[src/sv/bce_pkg.sv]
// Types, constants and log table for the BCE accumulator.
package bce_pkg;

    localparam int FRAC_BITS = 24;
    localparam int IN_W      = 25;
    localparam int ARG_W     = 26;
    localparam int TAB_BITS  = 6;
    localparam int TAB_N     = 1 << TAB_BITS;
    localparam int TAB_IW    = TAB_BITS + 1;
    localparam int TAB_W     = 17;
    localparam int DIFF_W    = 11;
    localparam int E_W       = 5;
    localparam int REM_W     = ARG_W - 1 - TAB_BITS;
    localparam int LN_W      = 23;
    localparam int PROD_W    = 49;
    localparam int S_W       = 50;
    localparam int LOSS_W    = 20;
    localparam int SUM_W     = 40;
    localparam int EPS_W     = 8;

    localparam logic [IN_W-1:0]   ONE_VAL  = IN_W'(1) << FRAC_BITS;
    localparam logic [LOSS_W-1:0] LOSS_MAX = '1;
    localparam logic [SUM_W-1:0]  SUM_MAX  = '1;
    localparam logic [EPS_W-1:0]  EPS_RESET = 8'd17;

    typedef logic [TAB_N:0][TAB_W-1:0] ln_tab_t;

    typedef struct packed {
        logic [IN_W-1:0]  y;
        logic [ARG_W-1:0] a;
        logic [ARG_W-1:0] b;
        logic             last;
    } bce_item_t;

    typedef struct packed {
        logic [E_W-1:0]    e;
        logic [TAB_W-1:0]  lo;
        logic [DIFF_W-1:0] diff;
        logic [REM_W-1:0]  rem;
        logic [E_W-1:0]    sh;
    } ln_norm_t;

    // restoring shift-subtract divide, elaboration only
    function automatic logic [63:0] div64(input logic [63:0] n, input logic [63:0] d);
        logic [63:0] q;
        logic [64:0] r;
        q = '0;
        r = '0;
        for (int i = 63; i >= 0; i--)
        begin
            r = {r[63:0], n[i]};
            if (r >= {1'b0, d})
            begin
                r = r - {1'b0, d};
                q[i] = 1'b1;
            end
        end
        return q;
    endfunction

    // ln(1 + i/TAB_N) in Q16 via 2*atanh(t/(2+t)), Q30 truncating
    function automatic ln_tab_t build_tab();
        ln_tab_t tab;
        logic [63:0] t, z, z2, term, s, k;
        for (int i = 0; i <= TAB_N; i++)
        begin
            t = 64'(i) << (30 - TAB_BITS);
            z = div64(t << 30, (64'd2 << 30) + t);
            z2 = (z * z) >> 30;
            term = z;
            s = '0;
            k = 64'd1;
            for (int n = 0; n < 40; n++)
            begin
                if (term != '0)
                begin
                    s = s + div64(term, k);
                    term = (term * z2) >> 30;
                    k = k + 64'd2;
                end
            end
            tab[i] = TAB_W'((64'd2 * s + (64'd1 << 13)) >> 14);
        end
        return tab;
    endfunction

    localparam ln_tab_t LN_TAB = build_tab();

endpackage

[src/sv/bce_queue.sv]
// Small FIFO between front and back.
module bce_queue
    import bce_pkg::*;
#(
    parameter int DEPTH = 2
)
(
    input  logic      clk,
    input  logic      rst_n,
    input  logic      wr_valid,
    output logic      wr_ready,
    input  bce_item_t wr_data,
    output logic      rd_valid,
    input  logic      rd_ready,
    output bce_item_t rd_data
);

    localparam int PW = (DEPTH > 1) ? $clog2(DEPTH) : 1;
    localparam int CW = $clog2(DEPTH + 1);

    bce_item_t       mem [DEPTH];
    logic [PW-1:0]   wr_ptr_reg, rd_ptr_reg;
    logic [CW-1:0]   count_reg;
    logic            do_wr, do_rd;

    assign wr_ready = (count_reg != CW'(DEPTH));
    assign rd_valid = (count_reg != '0);
    assign rd_data  = mem[rd_ptr_reg];
    assign do_wr    = wr_valid && wr_ready;
    assign do_rd    = rd_valid && rd_ready;

    always_ff @(posedge clk)
    begin
        if (do_wr)
            mem[wr_ptr_reg] <= wr_data;
    end

    always_ff @(posedge clk or negedge rst_n)
    begin
        if (!rst_n)
        begin
            wr_ptr_reg <= '0;
            rd_ptr_reg <= '0;
            count_reg  <= '0;
        end
        else
        begin
            if (do_wr)
                wr_ptr_reg <= (wr_ptr_reg == PW'(DEPTH - 1)) ? '0 : wr_ptr_reg + 1'b1;
            if (do_rd)
                rd_ptr_reg <= (rd_ptr_reg == PW'(DEPTH - 1)) ? '0 : rd_ptr_reg + 1'b1;
            if (do_wr && !do_rd)
                count_reg <= count_reg + 1'b1;
            else if (do_rd && !do_wr)
                count_reg <= count_reg - 1'b1;
        end
    end

endmodule

[config.mk]
export PLATFORM = sky130hd
export DESIGN_NAME = bce_queue
export DESIGN_NICKNAME = d
export VERILOG_FILES = /design/src/sv/bce_pkg.sv /design/src/sv/bce_queue.sv
export SDC_FILE = /design/constraint.sdc
export NUM_CORES = 1
export LEC_CHECK = 0
export BUFFER_PORTS_ARGS = -buffer_cell sky130_fd_sc_hd__buf_2
export CAP_MARGIN = 5
export CORE_MARGIN = 3
export CORE_UTILIZATION = 30
export DETAILED_ROUTE_END_ITERATION = 8
export GPL_TIMING_DRIVEN = 0
export PLACE_DENSITY = 0.51
export SYNTH_ARGS = -nofsm -noshare
export SYNTH_HDL_FRONTEND = slang
export SYNTH_SLANG_ARGS = --single-unit
[constraint.sdc]
create_clock -name clk -period 7.8 [get_ports clk]
set_input_delay 0 -clock clk [delete_from_list [all_inputs] [get_ports clk]]
set_output_delay 0 -clock clk [all_outputs]
set_load 0.01 [all_outputs]
# Yosys cells after proc, flatten, opt, wreduce, memory -nomap -nowiden
# Memories as Yosys holds them, arrays and structs flattened.
# Cells that the tools add are included.
[word_totals] register_bits=4 latchBits=0 ramBits=156 romBits=0 input_bits=82 output_inout_bits=80 n_memories=1
[memory_table] name="mem" words=2 word_bits=78 read_ports=1 rd_ports_with_merged_regs=0 wr=1 line_no="bce_queue.sv:21" text="bce_item_t mem [DEPTH];"
[classes] add_sub_neg=4 multipliers=0 div_mod_pow=0 order_cmp=0 n_eq_ne=1 n_shift=0 muxes=6 bitwise=0 reduce_logical=8
[op_table] cell="1-bit logical AND" n=4
[op_table] cell="1-bit two-way mux" n=4
[op_table] cell="2-bit two-way mux" n=2
[op_table] cell="2-bit nonzero test" n=2
[op_table] cell="1-bit adder (second input constant)" n=2
[op_table] cell="2-bit by 1-bit adder with 2-bit output (second input constant)" n=1
[op_table] cell="1-bit zero test" n=2
[op_table] cell="2-bit inequality test (second input constant)" n=1
[op_table] cell="2-bit by 1-bit subtractor with 2-bit output (second input constant)" n=1

# Logic depth before layout (Yosys ltp)
[logic_depth] word_depth=6 depth_mapped=7 ltp_nobuf=7

# Least setup slack after synthesis
# No wires, ideal clock.
[synth_path] path_kind="flip-flop to flip-flop" startpoint="register count_reg[0]" endpoint="memory mem[0][0] (netlist name) (enable)" setup_time_ns=0.515 arrival_time_ns=3.954 required_time_ns=7.285 path_slack_ns=3.331 path_stages_with_launch=4 path_buffers=0 path_cell_list="dfrtp_1 nand2b_1 nand2_1 nor2_1"
[synth_via] elab_chain_cells=4
[synth_lines] item="from (decl)" line_no="bce_queue.sv:23" text="logic [CW-1:0] count_reg;"
[synth_lines] item="from (signal assigned)" line_no="bce_queue.sv:53" text="count_reg <= count_reg + 1'b1;"
[synth_lines] item="from (signal assigned)" line_no="bce_queue.sv:55" text="count_reg <= count_reg - 1'b1;"
[synth_lines] item="2-bit inequality test" line_no="bce_queue.sv:26" text="assign wr_ready = (count_reg != CW'(DEPTH));"
[synth_lines] item="named net wr_ready" line_no="bce_queue.sv:11" text="output logic wr_ready,"
[synth_lines] item="1-bit logical AND" line_no="bce_queue.sv:29" text="assign do_wr = wr_valid && wr_ready;"
[synth_lines] item="1-bit two-way mux" line_no="bce_queue.sv:34" text="if (do_wr)"
[synth_lines] item="1-bit two-way mux (implied by the code)" line_no="bce_queue.sv:35" text="mem[wr_ptr_reg] <= wr_data;"
[synth_lines] item="to (decl)" line_no="bce_queue.sv:21"
# The timed path passes the listed nets, and every way through them passes these cells.

# Final worst setup path
[layout_path] startpoint="register count_reg[0]" endpoint="memory mem[0][32] (netlist name) (enable)"
[layout_via] elab_chain_cells=4
[layout_lines] item="2-bit inequality test" line_no="bce_queue.sv:26"
[layout_lines] item="1-bit logical AND" line_no="bce_queue.sv:29"
[layout_lines] item="1-bit two-way mux" line_no="bce_queue.sv:34"
[layout_lines] item="1-bit two-way mux (implied by the code)" line_no="bce_queue.sv:35"
# Every way passes these cells.

==> out/results.txt <==
The clock passes through at most 2 buffers. The total power draw was 2.97 mW; the hold-critical path depth was 2. The run finished with clean final reports. The post-synthesis register bit count was 160; the placed wire-length estimate after detailed placement was 7750 um. In this run the number of H-tree levels came out at 4. The logs give 17 for the number of CTS-inserted buffers and 7070 um2 for the cell area reported after detailed placement. The logs give 0 ps for the final sum of negative setup slack and 160 for the number of sinks on the clock net.

The total die area was 21200 um2; the logic depth of the worst register-to-register path was 5. Across the run, the number of max-cap violations was 0. The ratio of cells with drive above 1 in the final layout was 52.0%. The clock reaches the later pin of the worst-skew pair after 410 ps.

The worst-case IR drop observed on VDD is 148 uV. After detailed routing, the total wire length is 12000 um. The first global-routing pass estimated 19000 um of wire. Cell taking the most area after synthesis: edfxtp_1. The via count of the first global-routing pass came out at 3613. The clock input transition at the sequential cells of the worst setup and hold paths was 60 ps. The cell count after synthesis came out at 261. The logs give 0 for the number of setup buffers added after CTS and 0 for the final count of pins violating max slew. Including well taps, the total number of placed cells is 685.

The number of vias after detailed routing was 3286; the pin slew with the least headroom to its limit was 785 ps. The net count of the finished layout is 609. The run gives 47.6% as the tightest slew margin relative to the limit.

The number of buffers and inverters on the critical path is 2. The tools report the standby leakage power as 3.23 nW. In this run the most critical hold path is launched from wr_data[60]. The path class of the tightest hold or removal check is primary input to flip-flop.

The core region is 19000 um2. OpenSTA, run right after detailed placement, puts the worst setup slack at 5520 ps. The worst setup path is captured at a flip-flop. The most used cell along the critical path is buf_12.

Traced cell by cell, the critical path runs through nand2b_1, nand2_1, nor2_4, buf_12, buf_12. The tools report the post-layout instance area as 8490 um2. The first TritonRoute pass finished after 4 iterations. The worst setup path is of the flip-flop to flip-flop kind.

The final clock skew is 5.14 ps. For the post-detailed-route count of antenna-violating nets, the log shows 0. For the share of synthesized area occupied by flip-flops and latches, the log shows 81.7%. Final RePlAce weighted congestion: 0.655. The number of nets in the synthesized netlist is 344. Dividing the detail-routed via count by the number of cells gives 4.12.

The tools report the number of failing hold endpoints at the final stage as 0. The final period utilization was 28.3%; the average size of a mapped cell was 22.4 um2. The slowest stage cell on the critical path was nor2_4. In the global route stage, overall resource usage came out at 11.5%. The initial DRC count is 121. The residual DRC count was 0. The tools report the fraction of the core area covered by cells at the end of the flow as 44.8%.

The register with the most flip-flops in the layout has 156 of them. The cell area after synthesis is 5860 um2, and the data required time at the worst endpoint is 7900 ps. The Yosys step of the flow raised 0 warnings. Setup repair after global routing left no endpoint under its margin. The tools report the startpoint of the worst register-to-register path as count_reg[0]. The average routed wire per standard cell was 15.0 um.

Entering global routing, the biggest net connects 47 pins. In this design, the stage delay of the slowest critical-path cell is 630 ps. The remaining global-route overflow is 0. Across all setup checks in the final design, the least slack found is 5590 ps.

The slack of the worst reg-to-reg path is 5590 ps. The tools report the arrival time at the worst endpoint as 2310 ps. The floorplan step set the die height to 146 um. For this configuration, the core starts out at a cell density of 30.9%.

The number of antenna violations at the first check in global routing is 0, and the timing-limited maximum frequency is 0.452 GHz. Buffers placed on the I/O ports in this run total 161. Count of boundary I/O pins: 162. The worst setup path is launched from a flip-flop.

Cell class contributing the biggest share of worst-path delay: simple AND/OR/NAND/NOR gates. The cell sitting at the root of the clock tree is a clkbuf_16. The layout-stage area growth over the synthesis result was 45.0%. TritonCTS built the clock tree. The critical-path maximum fanout is 31. Yosys attributes the largest share of cell area to edfxtp_1 80%, mux2_2 13%, mux2_4 2.6%, dfrtp_1 1.7%, buf_6 0.58%. In this run, distinct cell masters in the synthesized netlist total 15. Setup violations remaining at the end of the flow were counted as 0.

The total power divided by cell area is 350 nW/um2. In this run the number of cells on the critical path is 5. The tools report the count of antenna diodes in the layout as 0. The worst hold path terminates at mem[0][60]. The shortest period the worst path allows was 2210 ps.

Summed over its instances, the top area cell type makes up 80.0% of the synthesized netlist area. The endpoint identified for the worst register-to-register timing path is mem[0][32]. The tools report the worst hold-check slack as 309 ps. Row generation in the floorplan step produced 50 rows.

The die is 146 um wide. Final instance count without filler cells: 798.
==> worst register-to-register path, cell delays in order (launching register included) <==
cell and delay, ps:
dfrtp_1 410, nand2b_1 170, nand2_1 150, nor2_4 630, buf_12 280, buf_12 250
==> cells by family (layout without fill, tap and decap cells) <==
kind of cell / count (synthesis) / in the layout / share of synthesized area, %
flops: 160 / 160 / 81.7
mux: 78 / 78 / 15.6
buf+inv: 10 / 287 / 1.15
fa+ha+maj: 1 / 1 / 0.214
simple gates: 7 / 7 / 0.577
xor+xnor: 5 / 5 / 0.748
==> Yosys cell counts <==
cell,number
edfxtp_1,156
mux2_2,68
mux2_4,10
buf_2,6
dfrtp_1,4
buf_6,3
xnor2_1,3
nand2_1,2
nor2_1,2
xor2_1,2
and3_1,1
ha_1,1
inv_1,1
nand2b_1,1
or2_2,1
==> power by group <==
| part | internal (mW) | leakage (nW) | switching (mW) |
|---|---|---|---|
| Combinational | 0.436 | 1.44 | 0.467 |
| Sequential | 1.17 | 1.50 | 0.0439 |
| Clock | 0.534 | 0.289 | 0.314 |
==> area by class of cell <==
cell class / instances / area, um2
Fill cell: 1700 / 10500
Sequential cell: 160 / 4780
Timing Repair Buffer: 246 / 1690
Multi-Input combinational cell: 91 / 1020
Clock buffer: 21 / 440
Tap cell: 260 / 325
Clock inverter: 10 / 163
Buffer: 9 / 63.8
Inverter: 1 / 3.75
==> cell usage in the layout, fill, tap and decap left out, types with 2 or more instances in the layout <==
| cell | n |
|---|---|
| clkbuf_16 | 17 |
| nand2_1 | 2 |
| bufinv_16 | 4 |
| edfxtp_1 | 156 |
| buf_12 | 2 |
| clkbuf_1 | 4 |
| xnor2_1 | 3 |
| buf_2 | 167 |
| buf_6 | 3 |
| mux2_4 | 10 |
| clkinv_4 | 3 |
| mux2_2 | 68 |
| xor2_1 | 2 |
| dfrtp_1 | 4 |
| dlygate4sd3_1 | 82 |
==> worst max path at each step <==
stage	startpoint	end	slack (ps)
6_report	count_reg[0]	mem[0][32]	5590
3_3_place_gp	count_reg[0]	mem[0][75]	1200
4_1_cts	count_reg[0]	mem[0][28]	5500
5_1_grt	count_reg[0]	mem[0][28]	5400
2_1_floorplan	count_reg[0]	mem[0][0]	3330
3_5_place_dp	count_reg[0]	mem[0][74]	5520
==> repair_timing <==
item | in CTS | in global routing
resized for setup | 0 | 0
hold buffers | 82 | 0
hold endpoints to repair | 162 | 0
==> routing by layer <==
metal  part of all wire, %  global-route usage, %  routed length (um)
met4                   1.0                   3.70                 119
met2                    52                   19.7                6180
met3                   5.5                   4.42                 662
met1                    42                   13.3                4990
met5                     0                      0                   0
Power figures use the tool's default switching activity.
