$ cat src/sv/bce_pkg.sv
// Types, constants and log table for the BCE accumulator.
package bce_pkg;

    localparam int FRAC_BITS = 24;
    localparam int IN_W      = 25;
    localparam int ARG_W     = 26;
    localparam int TAB_BITS  = 6;
    localparam int TAB_N     = 1 << TAB_BITS;
    localparam int TAB_IW    = TAB_BITS + 1;
    localparam int TAB_W     = 17;
    localparam int DIFF_W    = 11;
    localparam int E_W       = 5;
    localparam int REM_W     = ARG_W - 1 - TAB_BITS;
    localparam int LN_W      = 23;
    localparam int PROD_W    = 49;
    localparam int S_W       = 50;
    localparam int LOSS_W    = 20;
    localparam int SUM_W     = 40;
    localparam int EPS_W     = 8;

    localparam logic [IN_W-1:0]   ONE_VAL  = IN_W'(1) << FRAC_BITS;
    localparam logic [LOSS_W-1:0] LOSS_MAX = '1;
    localparam logic [SUM_W-1:0]  SUM_MAX  = '1;
    localparam logic [EPS_W-1:0]  EPS_RESET = 8'd17;

    typedef logic [TAB_N:0][TAB_W-1:0] ln_tab_t;

    typedef struct packed {
        logic [IN_W-1:0]  y;
        logic [ARG_W-1:0] a;
        logic [ARG_W-1:0] b;
        logic             last;
    } bce_item_t;

    typedef struct packed {
        logic [E_W-1:0]    e;
        logic [TAB_W-1:0]  lo;
        logic [DIFF_W-1:0] diff;
        logic [REM_W-1:0]  rem;
        logic [E_W-1:0]    sh;
    } ln_norm_t;

    // restoring shift-subtract divide, elaboration only
    function automatic logic [63:0] div64(input logic [63:0] n, input logic [63:0] d);
        logic [63:0] q;
        logic [64:0] r;
        q = '0;
        r = '0;
        for (int i = 63; i >= 0; i--)
        begin
            r = {r[63:0], n[i]};
            if (r >= {1'b0, d})
            begin
                r = r - {1'b0, d};
                q[i] = 1'b1;
            end
        end
        return q;
    endfunction

    // ln(1 + i/TAB_N) in Q16 via 2*atanh(t/(2+t)), Q30 truncating
    function automatic ln_tab_t build_tab();
        ln_tab_t tab;
        logic [63:0] t, z, z2, term, s, k;
        for (int i = 0; i <= TAB_N; i++)
        begin
            t = 64'(i) << (30 - TAB_BITS);
            z = div64(t << 30, (64'd2 << 30) + t);
            z2 = (z * z) >> 30;
            term = z;
            s = '0;
            k = 64'd1;
            for (int n = 0; n < 40; n++)
            begin
                if (term != '0)
                begin
                    s = s + div64(term, k);
                    term = (term * z2) >> 30;
                    k = k + 64'd2;
                end
            end
            tab[i] = TAB_W'((64'd2 * s + (64'd1 << 13)) >> 14);
        end
        return tab;
    endfunction

    localparam ln_tab_t LN_TAB = build_tab();

endpackage

$ cat src/sv/bce_front.sv
// Front end: epsilon register, input saturation and log-argument forming.
module bce_front
    import bce_pkg::*;
(
    input  logic              clk,
    input  logic              rst_n,
    input  logic              cfg_we,
    input  logic [EPS_W-1:0]  cfg_wdata,
    input  logic [IN_W-1:0]   label,
    input  logic [IN_W-1:0]   probability,
    input  logic              last,
    output bce_item_t         item
);

    logic [EPS_W-1:0] eps_reg;
    logic [IN_W-1:0]  y_sat;
    logic [IN_W-1:0]  p_sat;

    always_ff @(posedge clk or negedge rst_n)
    begin
        if (!rst_n)
            eps_reg <= EPS_RESET;
        else if (cfg_we)
            eps_reg <= cfg_wdata;
    end

    always_comb
    begin
        y_sat = (label > ONE_VAL) ? ONE_VAL : label;
        p_sat = (probability > ONE_VAL) ? ONE_VAL : probability;
        item.y    = y_sat;
        item.a    = ARG_W'(p_sat) + ARG_W'(eps_reg);
        item.b    = ARG_W'(ONE_VAL - p_sat) + ARG_W'(eps_reg);
        item.last = last;
    end

endmodule

$ cat config.mk
export PLATFORM = sky130hd
export DESIGN_NAME = bce_front
export DESIGN_NICKNAME = d
export VERILOG_FILES = /design/src/sv/bce_pkg.sv /design/src/sv/bce_front.sv
export SDC_FILE = /design/constraint.sdc
export NUM_CORES = 1
export LEC_CHECK = 0
export ABC_AREA = 1
export BUFFER_PORTS_ARGS = -buffer_cell sky130_fd_sc_hd__buf_4
export CAP_MARGIN = 25
export CORE_MARGIN = 2
export CORE_UTILIZATION = 48
export CTS_BUF_LIST = sky130_fd_sc_hd__clkbuf_16
export DETAILED_ROUTE_END_ITERATION = 10
export GPL_ROUTABILITY_DRIVEN = 0
export PLACE_DENSITY = 0.88
export SYNTH_ARGS = -nofsm -noshare
export SYNTH_HDL_FRONTEND = slang
export SYNTH_SLANG_ARGS = --single-unit
$ cat constraint.sdc
create_clock -name clk -period 9.25 [get_ports clk]
set_input_delay 1.85 -clock clk [delete_from_list [all_inputs] [get_ports clk]]
set_output_delay 1.85 -clock clk [all_outputs]
set_load 0.02 [all_outputs]
* After elaboration in Yosys (flattened, before gate mapping) *
Index checks and enable logic that the tools add are counted.

word-level totals
  register bits after elaboration = 8
  input bits = 62
  logic and storage cells = 8
  output and inout bits = 78

operators by class
  $lt $le $gt $ge = 2
  add/sub/neg operators = 3
  multiplexer cells = 2

operators by type and width
  operator                number
  $gt 25x25->1 const B    2
  $mux 25                 2
  $add 25x8->26           1
  $add 26x8->26           1
  $sub 25x25->26 const A  1

* Logic depth before layout (Yosys ltp) *
Gate-level depths: netlist (run 1).

  depth in word-level cells = 4
  depth in mapped cells = 21
  mapped depth without buffers = 19

* Worst setup path after synthesis (run 1) *
No wires, ideal clock.

  kind = input -> output
  start point = in probability[18]
  end point = out item[18] (netlist name)
  setup slack = 3.041 ns
  arrival = 4.359 ns
  data required time = 7.400 ns
  stages on the path = 18
  path buffers = 2
  path through = nor2_1 nand2_1 nor2_1 nand3_2 nand2_4 buf_6 buf_2 nand2_1 ha_1 clkinv_1 nor3_1 nand2_1 nand2_1 nand3_1 nand2_2 nand2_1 nor2_1 xor2_1

RTL lines
  element             line             source
  start: declaration  bce_front.sv:10  input logic [IN_W-1:0] probability,
  end: declaration    bce_front.sv:12  output bce_item_t item

==> results of run 1 <==
## area by class of cell
| type | instances | area, sq um |
|---|---|---|
| Clock buffer | 3 | 75.1 |
| Fill cell | 412 | 1280 |
| Inverter | 68 | 255 |
| Multi-Input combinational cell | 299 | 1760 |
| Sequential cell | 8 | 203 |
| Tap cell | 54 | 67.6 |
| Timing Repair Buffer | 136 | 1020 |
## where the power goes
part,internal [mW],switching [mW]
clock,0.0556,0.0158
combinational,0.106,0.150
sequential,0.0393,0.00412
total,0.201,0.170
## logic make-up after synthesis
group | after synthesis
buffers and inverters | 80
other | 1
adders and majority gates | 19
xor gates and xnor gates | 35
DFF | 8
and+or+nand+nor | 200
muxes | 6
AOI/OAI and AO/OA | 38
## worst max-delay path by stage
stage | startpoint | to | depth (start not counted)
2_1_floorplan | probability[18] | item[18] | 18
3_3_place_gp | probability[15] | item[47] | 21
3_5_place_dp | probability[14] | item[49] | 20
4_1_cts | probability[14] | item[49] | 20
5_1_grt | probability[20] | item[49] | 20
6_report | probability[14] | item[49] | 20
## stage by stage
stage | std cells | hold WS (ns)
floorplan | 387 | 0.477
global placement | 565 | 0.497
detailed placement | 565 | 0.501
CTS | 568 | 0.546
global route | 568 | 0.563
finish | 568 | 0.536
## worst min-delay path: cells and delay by family, from the launching register on
| kind | cells | cell delay [ns] |
|---|---|---|
| buf+inv | 1 | 0.08 |
| flops | 1 | 0.36 |
| compound gates | 1 | 0.09 |
## placed cells by master, fill, tap and decap left out, drive strengths merged
cell / n
nor3: 7
nor2: 76
o21ai: 16
nor4: 2
nand3: 25
a31oi: 1
dfstp: 2
fa: 2
a22oi: 1
mux2: 6
nand2: 81
o41ai: 2
xor2: 24
a21oi: 14
dfrtp: 6
o21a: 2
buf: 136
inv: 67
clkbuf: 3
nand4: 8
o31ai: 2
ha: 17
conb: 1
xnor2: 11
or2: 1
clkinv: 1
## per-layer routing
metal  up-vias  GRT usage, %
li1       1463             -
met1      1286          31.5
met2       109          50.7
met3         9          2.76
met4         0          5.56
met5         -             0
==> flow_summary.toml, run 1 <==
[logic_synthesis]
syn-num-nets = 468
synthSimpleGateAreaFrac_pct = 39.8
ys_seq_area_share_pct = 8.84
synth.cell_area_sq_um = 2290
synth-edff-count = 0
synth.area.mux_share_pct = 2.95
synth_top_area_share_pct = 12.1
synth_commonest_cells = "74 x nand2_1, 68 x nor2_1, 63 x inv_1, 24 x xor2_1, 19 x nand3_1"
synth-compound-area-share_pct = 9.44
synth_adder_area_share_pct = 11.0
syn_inst = 387
ys_ff_latch = 8
synth_cell_types = 38
syn_avg_cell_area_sq_um = 5.92
ys_top_cells_by_area = "nand2_1 12%, nor2_1 11%, inv_1 10%"
synth_top_family_by_area = "simple AND/OR/NAND/NOR gates"
yosys.area_share.xor_xnor_pct = 13.4
synth.largest_area_cell = "nand2_1"
synth.most_common_cell = "nand2_1"
synthArstFlopShare_pct = 100
ys_dominant_reg_cell = "dfrtp_1"
yosysWarnings = 0

[placement]
place_area_sq_um = 3310
dp_hpwl_microns = 6280
io_buffers = 136
pre_cts_ws_ns = 2.60

[detailed_routing]
dr_total_vias = 2867
routed_wl_microns = 7320
wl_per_cell_microns = 12.9
top_layer_used = "met4"
met2_length_microns = 3770
first_iter_violations = 182
avgViaCountPerCell = 5.05
antenna_left = 0
route.met3.wl_microns = 502
drcViolationCount = 0
drt-pass1-iter-count = 4
wl_met1_microns = 2960

[die]
start_util_pct = 49.2
pin_count = 140
row_count = 25
core-area_sq_um = 4660
die_area_sq_um = 5340
chipHeight_microns = 73.1
die_x_microns = 73.1

[global_route]
antenna_found_initial = 0
first_global_vias = 2672
grt_max_degree = 37
grt_pass1_wl_microns = 11400
overflow = 0
track_usage_pct = 26.5

[worst_setup_path]
cp_cell_sequence = "buf_4 -> nor2_1 -> nand2_1 -> nor2_1 -> nand3_2 -> nand2_4 -> inv_2 -> nor2_1 -> ha_1 -> fa_1 -> nand2_1 -> o21ai_1 -> a21oi_1 -> nor2_2 -> nand2_2 -> nor2_4 -> nand3_1 -> nand2_1 -> inv_1 -> buf_4"
cp_data_arrival_time_ns = 4.84
slowest_delay_ns = 0.30
crit_fanout = 36
worstReg2RegEnd = "eps_reg[5]$_DFFE_PN0P_"
cp_slowest_cell = "nand2_4"
critPathLaunchType = "input pin"
crit_buf_inv = 4
worst_setup_path_end_kind = "primary output"
cp_top_family = "simple AND/OR/NAND/NOR gates"
worstPathRequired_ns = 7.40
r2r_setup_slack_ns = 8.42
critical_path_class = "in -> out"
r2r_start = "eps_reg[5]$_DFFE_PN0P_"
reg2regPathDepth = 1

[clock_tree]
htreeDepth = 1
clk_latency_ns = 0.23
ctsResizeCount = 0
cts_buffer_depth = 2
root_buffer = "clkbuf_16"
cts.sinks = 8
clkTransAtPathRegs_ns = 0.04
cts_made_buffers = 3
cts_tree = "done"
cts_setup_buffers = 0
ctsHoldBuffers = 0

[worst_hold_path]
min_to = "eps_reg[0]$_DFFE_PN1P_"
hold_start = "eps_reg[0]$_DFFE_PN1P_"
min_path_type = "reg -> reg"
holdPathStages = 2

[timing]
worstMarginPinSlew_ns = 0.660
fmax_ghz = 0.150
setup_viol = 0
finalHoldViolations = 0
fin_skew_ns = 0
setup_tns_ns = 0
post-route-period-util_pct = 72.3
rsz0062_at_grt = "no"
slew_viol_final = 0
setup_ws_ns = 2.56
relSlewSlack_pct = 55.9
fin_crit_ns = 6.69

[power]
p_leak_nw = 1.87
peakVddDrop_v = 0.000170
power_density_nw_per_um2 = 110
power_mw = 0.371

[cells_and_area]
num_antenna_cells = 0
final_cell_area_sq_um = 3380
layout-drive-gt1-share_pct = 33.9
layout.nets = 597
final_util_pct = 72.6
largest_register_ffs = 8
area_delta_synth_final_pct = 47.5

[status]
status = "finished clean"

[job]
drv_cap = 0
Power figures use the tool's default switching activity.
==> run 2, diff against run 1 <==
Settings changed: ABC_AREA 1 to 0, CORE_UTILIZATION 48 to 41, PLACE_DENSITY 0.88 to 0.79.
Clock period 9.25 ns to 5.8 ns, I/O delays scaled along.
==> run 2 against run 1 <==
Die area increased by 20%. Sequential power up 58%. Global-route usage rose by 0.35 points. Wire length up 25%. Largest cell class unchanged. Largest power group unchanged.
==> flow_summary.toml, run 2 <==
[status]
status = "finished clean"

[clock_tree]
cts_buffer_depth = 2
cts.sinks = 8
ctsHoldBuffers = 0
root_buffer = "clkbuf_16"
cts_tree = "done"
clkTransAtPathRegs_ns = 0.03
cts_made_buffers = 3
clk_latency_ns = 0.22
htreeDepth = 1

[placement]
place_area_sq_um = 3490
io_buffers = 136
dp_hpwl_microns = 7490
dp_cells = 552

[logic_synthesis]
synth.cell_area_sq_um = 2380
syn-num-nets = 437
yosysWarnings = 0
synth_top_area_share_pct = 8.94
synthArstFlopShare_pct = 100
ys_dominant_reg_cell = "dfrtp_1"
synth_commonest_cells = "43 x nor2_1, 38 x nand2_1, 20 x a21oi_1, 20 x and2_1, 19 x clkbuf_1"
synth_cell_types = 59
synth.most_common_cell = "nor2_1"
syn_avg_cell_area_sq_um = 6.68
synth-edff-count = 0
syn_inst = 356
ys_top_cells_by_area = "ha_1 8.9%, nor2_1 6.8%, dfrtp_1 6.3%"
ys_ff_latch = 8
synth.largest_area_cell = "ha_1"
ys_seq_area_share_pct = 8.52

[cells_and_area]
final_cell_mix = "150 x buf_4, 43 x nor2_1, 38 x nand2_1"
largest_register_ffs = 8
area_delta_synth_final_pct = 51.1
final_util_pct = 64.9
layout_commonest_cell = "buf_4"
final.fill_count = 510
num_antenna_cells = 0
layout.nets = 567
layout-drive-gt1-share_pct = 36.6
final_cells = 556
final_cell_area_sq_um = 3590

[power]
p_leak_nw = 1.71
power_mw = 0.628
power_density_nw_per_um2 = 175
peakVddDrop_v = 0.000197

[worst_setup_path]
r2r_start = "eps_reg[5]$_DFFE_PN0P_"
cp_data_arrival_time_ns = 4.48
r2r_setup_slack_ns = 4.99
cp_slowest_cell = "or4_4"
cp_top_family = "simple AND/OR/NAND/NOR gates"
crit_path_frequent_cell = "nand2_1"
critPathLaunchType = "input pin"
slowest_delay_ns = 0.56
crit_fanout = 10
cp_cell_sequence = "buf_4 -> or4_4 -> nor4_4 -> nand2_1 -> nand2_1 -> nand2_1 -> ha_1 -> nand2b_1 -> a221oi_2 -> o41ai_1 -> o41a_1 -> or3_1 -> a21oi_2 -> buf_4"
worst_setup_path_end_kind = "primary output"
worstReg2RegEnd = "eps_reg[5]$_DFFE_PN0P_"
critical_path_class = "in -> out"
crit_buf_inv = 2
reg2regPathDepth = 1
worstPathRequired_ns = 4.64

[detailed_routing]
drt-pass1-iter-count = 5
drcViolationCount = 0
routed_wl_microns = 9130
wl_per_cell_microns = 16.4
avgViaCountPerCell = 5.71
dr_total_vias = 3176
first_iter_violations = 284
antenna_left = 0

[timing]
slew_viol_final = 0
rsz0062_at_grt = "yes"
setup_viol = 0
post-route-period-util_pct = 97.2
fin_crit_ns = 5.64
fmax_ghz = 0.177
fin_skew_ns = 0
hold_ws_ns = 0.522
relSlewSlack_pct = 50.4
worstMarginPinSlew_ns = 0.744
finalHoldViolations = 0

[global_route]
overflow = 0
first_global_vias = 2970
grt_pass1_wl_microns = 13900
track_usage_pct = 26.9
grt_max_degree = 19
antenna_found_initial = 0

[worst_hold_path]
min_to = "eps_reg[0]$_DFFE_PN1P_"
holdPathStages = 2
hold_start = "eps_reg[0]$_DFFE_PN1P_"
min_path_type = "reg -> reg"

[die]
chipHeight_microns = 80.2
start_util_pct = 42.9
row_count = 27
pin_count = 140
die_x_microns = 80.2
die_area_sq_um = 6430
core-area_sq_um = 5540

[job]
drv_cap = 0
## run 2: changes by cell type after synthesis, moves of 7 or more
cell	before	now
and2_1	0	20
clkbuf_1	4	19
inv_1	63	18
nand2_1	74	38
nand3_1	19	10
nor2_1	68	43
nor2b_1	0	16
nor4_1	2	10
o21ai_0	9	16
or3_1	0	9
xor2_1	24	4
## run 2: layer usage
layer / vias up / part of all wire [%] / GRT usage, %
met1: 1461 / 36 / 30.8
met3: 12 / 10 / 2.92
li1: 1516 / - / -
met2: 187 / 52 / 51.9
met4: 0 / 1.8 / 7.46
met5: - / 0 / 0
## run 2: cell type report
| cell class | count | area [sq um] | share of cell area, % |
|---|---|---|---|
| Clock buffer | 3 | 75.1 | 2.09 |
| Timing Repair Buffer | 151 | 1130 | 31.5 |
| Multi-Input combinational cell | 303 | 2020 | 56.3 |
| Inverter | 19 | 71.3 | 1.98 |
| Tap cell | 72 | 90.1 | 2.51 |
| Sequential cell | 8 | 203 | 5.64 |
## run 2: worst max-delay path by stage
| stage | slack, ns | cells past startpoint | from | end |
|---|---|---|---|---|
| 2_1_floorplan | 0.01 | 14 | probability[14] | item[39] |
| 3_3_place_gp | 0.20 | 14 | probability[8] | item[48] |
| 3_5_place_dp | 0.08 | 14 | probability[8] | item[48] |
| 4_1_cts | 0.07 | 14 | probability[8] | item[48] |
| 5_1_grt | -0.008 | 14 | probability[13] | item[15] |
| 6_report | 0.16 | 14 | probability[13] | item[42] |
## run 2: cells by family after synthesis
kind of cell    count (synthesis)  share of synthesized area (%)
simple gates                  175                           38.3
mux                            10                           4.68
compound gates                 80                           23.0
xor+xnor                       18                           6.63
buf+inv                        45                           8.05
other cells                     1                          0.158
fa+ha+maj                      19                           10.6
flops                           8                           8.52
## run 2: stage by stage
stage	setup slack, ns	setup TNS [ns]
after floorplan	0.0117	0
after global placement	0.198	0
after detailed placement	0.0819	0
after CTS	0.0680	0
after global routing	-0.00781	-0.0177
final	0.160	0
## run 2: tightest hold or removal path, stage by stage (launching register included)
cell     delay, ns
dfstp_2       0.36
inv_1         0.06
o21ai_0       0.09
## run 2: timing repair
| action | in CTS | in global routing |
|---|---|---|
| setup endpoints to repair | 0 | 12 |
| buffers inserted | 0 | 0 |
| resized for setup | 0 | 5 |
## run 2: report_power, final
part	internal, mW	switching, mW	leakage, nW
clock network	0.0884	0.0222	0.0370
logic	0.193	0.255	1.58
registers	0.0627	0.00586	0.0916
==> run 3, diff against run 2 <==
Settings changed: RECOVER_POWER from default to 100.
==> run 3 against run 2 <==
Critical path depth stayed put. Non-clock buffer count unchanged. Register-to-register slack hardly changed. Combinational power down 7.6%.
==> flow_summary.toml, run 3 (synthesis gave the netlist of run 2 again) <==
[die]
pin_count = 140
core-area_sq_um = 5540
die_area_sq_um = 6430
chipHeight_microns = 80.2
row_count = 27
start_util_pct = 42.9
die_x_microns = 80.2

[detailed_routing]
dr_total_vias = 3169
routed_wl_microns = 9140
first_iter_violations = 271
drt-pass1-iter-count = 5
wl_per_cell_microns = 16.4
antenna_left = 0
drcViolationCount = 0
avgViaCountPerCell = 5.70

[timing]
relSlewSlack_pct = 51.0
setup_ws_ns = 0.162
finalHoldViolations = 0
fin_crit_ns = 5.64
setup_viol = 0
rsz0062_at_grt = "yes"
slew_viol_final = 0
setup_tns_ns = 0
hold_ws_ns = 0.524
post-route-period-util_pct = 97.2
fmax_ghz = 0.177
worstMarginPinSlew_ns = 0.735
fin_skew_ns = 0

[clock_tree]
root_buffer = "clkbuf_16"
cts_tree = "done"
cts_made_buffers = 3
clk_latency_ns = 0.22
cts_buffer_depth = 2
htreeDepth = 1
cts.sinks = 8
clkTransAtPathRegs_ns = 0.03
cts_setup_buffers = 0

[placement]
pre_cts_ws_ns = 0.0819
dp_cells = 552
dp_hpwl_microns = 7490
place_area_sq_um = 3490
io_buffers = 136

[worst_setup_path]
r2r_start = "eps_reg[5]$_DFFE_PN0P_"
reg2regPathDepth = 1
worstPathRequired_ns = 4.64
critical_path.startpoint = "probability[13]"
critPathLaunchType = "input pin"
cp_data_arrival_time_ns = 4.48
critical_path_class = "in -> out"
worst_setup_path_end_kind = "primary output"
crit_fanout = 10

[cells_and_area]
area_delta_synth_final_pct = 44.3
layout-drive-gt1-share_pct = 29.8
largest_register_ffs = 8
final_cells = 556
layout.nets = 567
final_util_pct = 62.0
final_cell_area_sq_um = 3430
layout_commonest_cell = "buf_4"
final_cell_mix = "103 x buf_4, 43 x nor2_1, 38 x nand2_1"
num_antenna_cells = 0

[status]
status = "finished clean"

[global_route]
antenna_found_initial = 0
track_usage_pct = 26.9
overflow = 0
first_global_vias = 2970
grt_pass1_wl_microns = 13900
grt_max_degree = 19

[worst_hold_path]
min_path_type = "reg -> reg"
hold_start = "eps_reg[0]$_DFFE_PN1P_"
holdPathStages = 2

[job]
drv_cap = 0

[power]
power_density_nw_per_um2 = 173
p_leak_nw = 1.56
peakVddDrop_v = 0.000192
power_mw = 0.594
## run 3: cell count changes in the layout (fill, tap and decap cells not counted), moves of 5 or more
cell / change
buf_4: -47
clkbuf_1: +33
and2_0: +13
and2_1: -13
clkbuf_2: +9
buf_2: +5
## run 3: path summary, 6_finish.rpt
kind                                          endpoint  slack (ns)
worst max-delay path                          item[42]        0.16
worst min-delay path            eps_reg[0]$_DFFE_PN1P_        0.52
worst max register to register  eps_reg[5]$_DFFE_PN0P_        4.98
worst min register to register  eps_reg[0]$_DFFE_PN1P_        0.52
max in group asynchronous       eps_reg[0]$_DFFE_PN1P_        4.64
min in group asynchronous       eps_reg[5]$_DFFE_PN0P_        0.84
## run 3: area by class of cell
class,count,area (sq um)
clock buffer,3,75.1
timing repair buffer,151,972
tap,72,90.1
sequential,8,203
fill,544,2110
multi-input combinational,303,2020
inverter,19,71.3
## run 3: routing by layer
layer / global-route usage, % / share of wire [%] / vias up
li1: - / - / 1518
met1: 30.8 / 37 / 1457
met2: 51.9 / 51 / 180
met3: 2.92 / 10 / 14
met4: 7.46 / 1.9 / 0
met5: 0 / 0 / -
## run 3: where the power goes
group	total, mW	leakage (nW)	switching (mW)	internal, mW
combinational	0.415	1.43	0.255	0.160
sequential	0.0686	0.0916	0.00594	0.0627
clock	0.111	0.0370	0.0222	0.0884
## run 3: critical path: stages
cell and delay, ns:
buf_4 0.15, or4_4 0.56, nor4_4 0.29, nand2_1 0.08
nand2_1 0.09, nand2_1 0.09, ha_1 0.30, nand2b_1 0.18
a221oi_2 0.29, o41ai_1 0.13, o41a_1 0.41, or3_1 0.39
a21oi_2 0.18, buf_4 0.17
## run 3: repair_timing
item | in CTS | in global routing
endpoints found under the setup margin | 0 | 12
hold buffers | 0 | 0
gates resized for setup | 0 | 5
hold endpoints to repair | 0 | 0
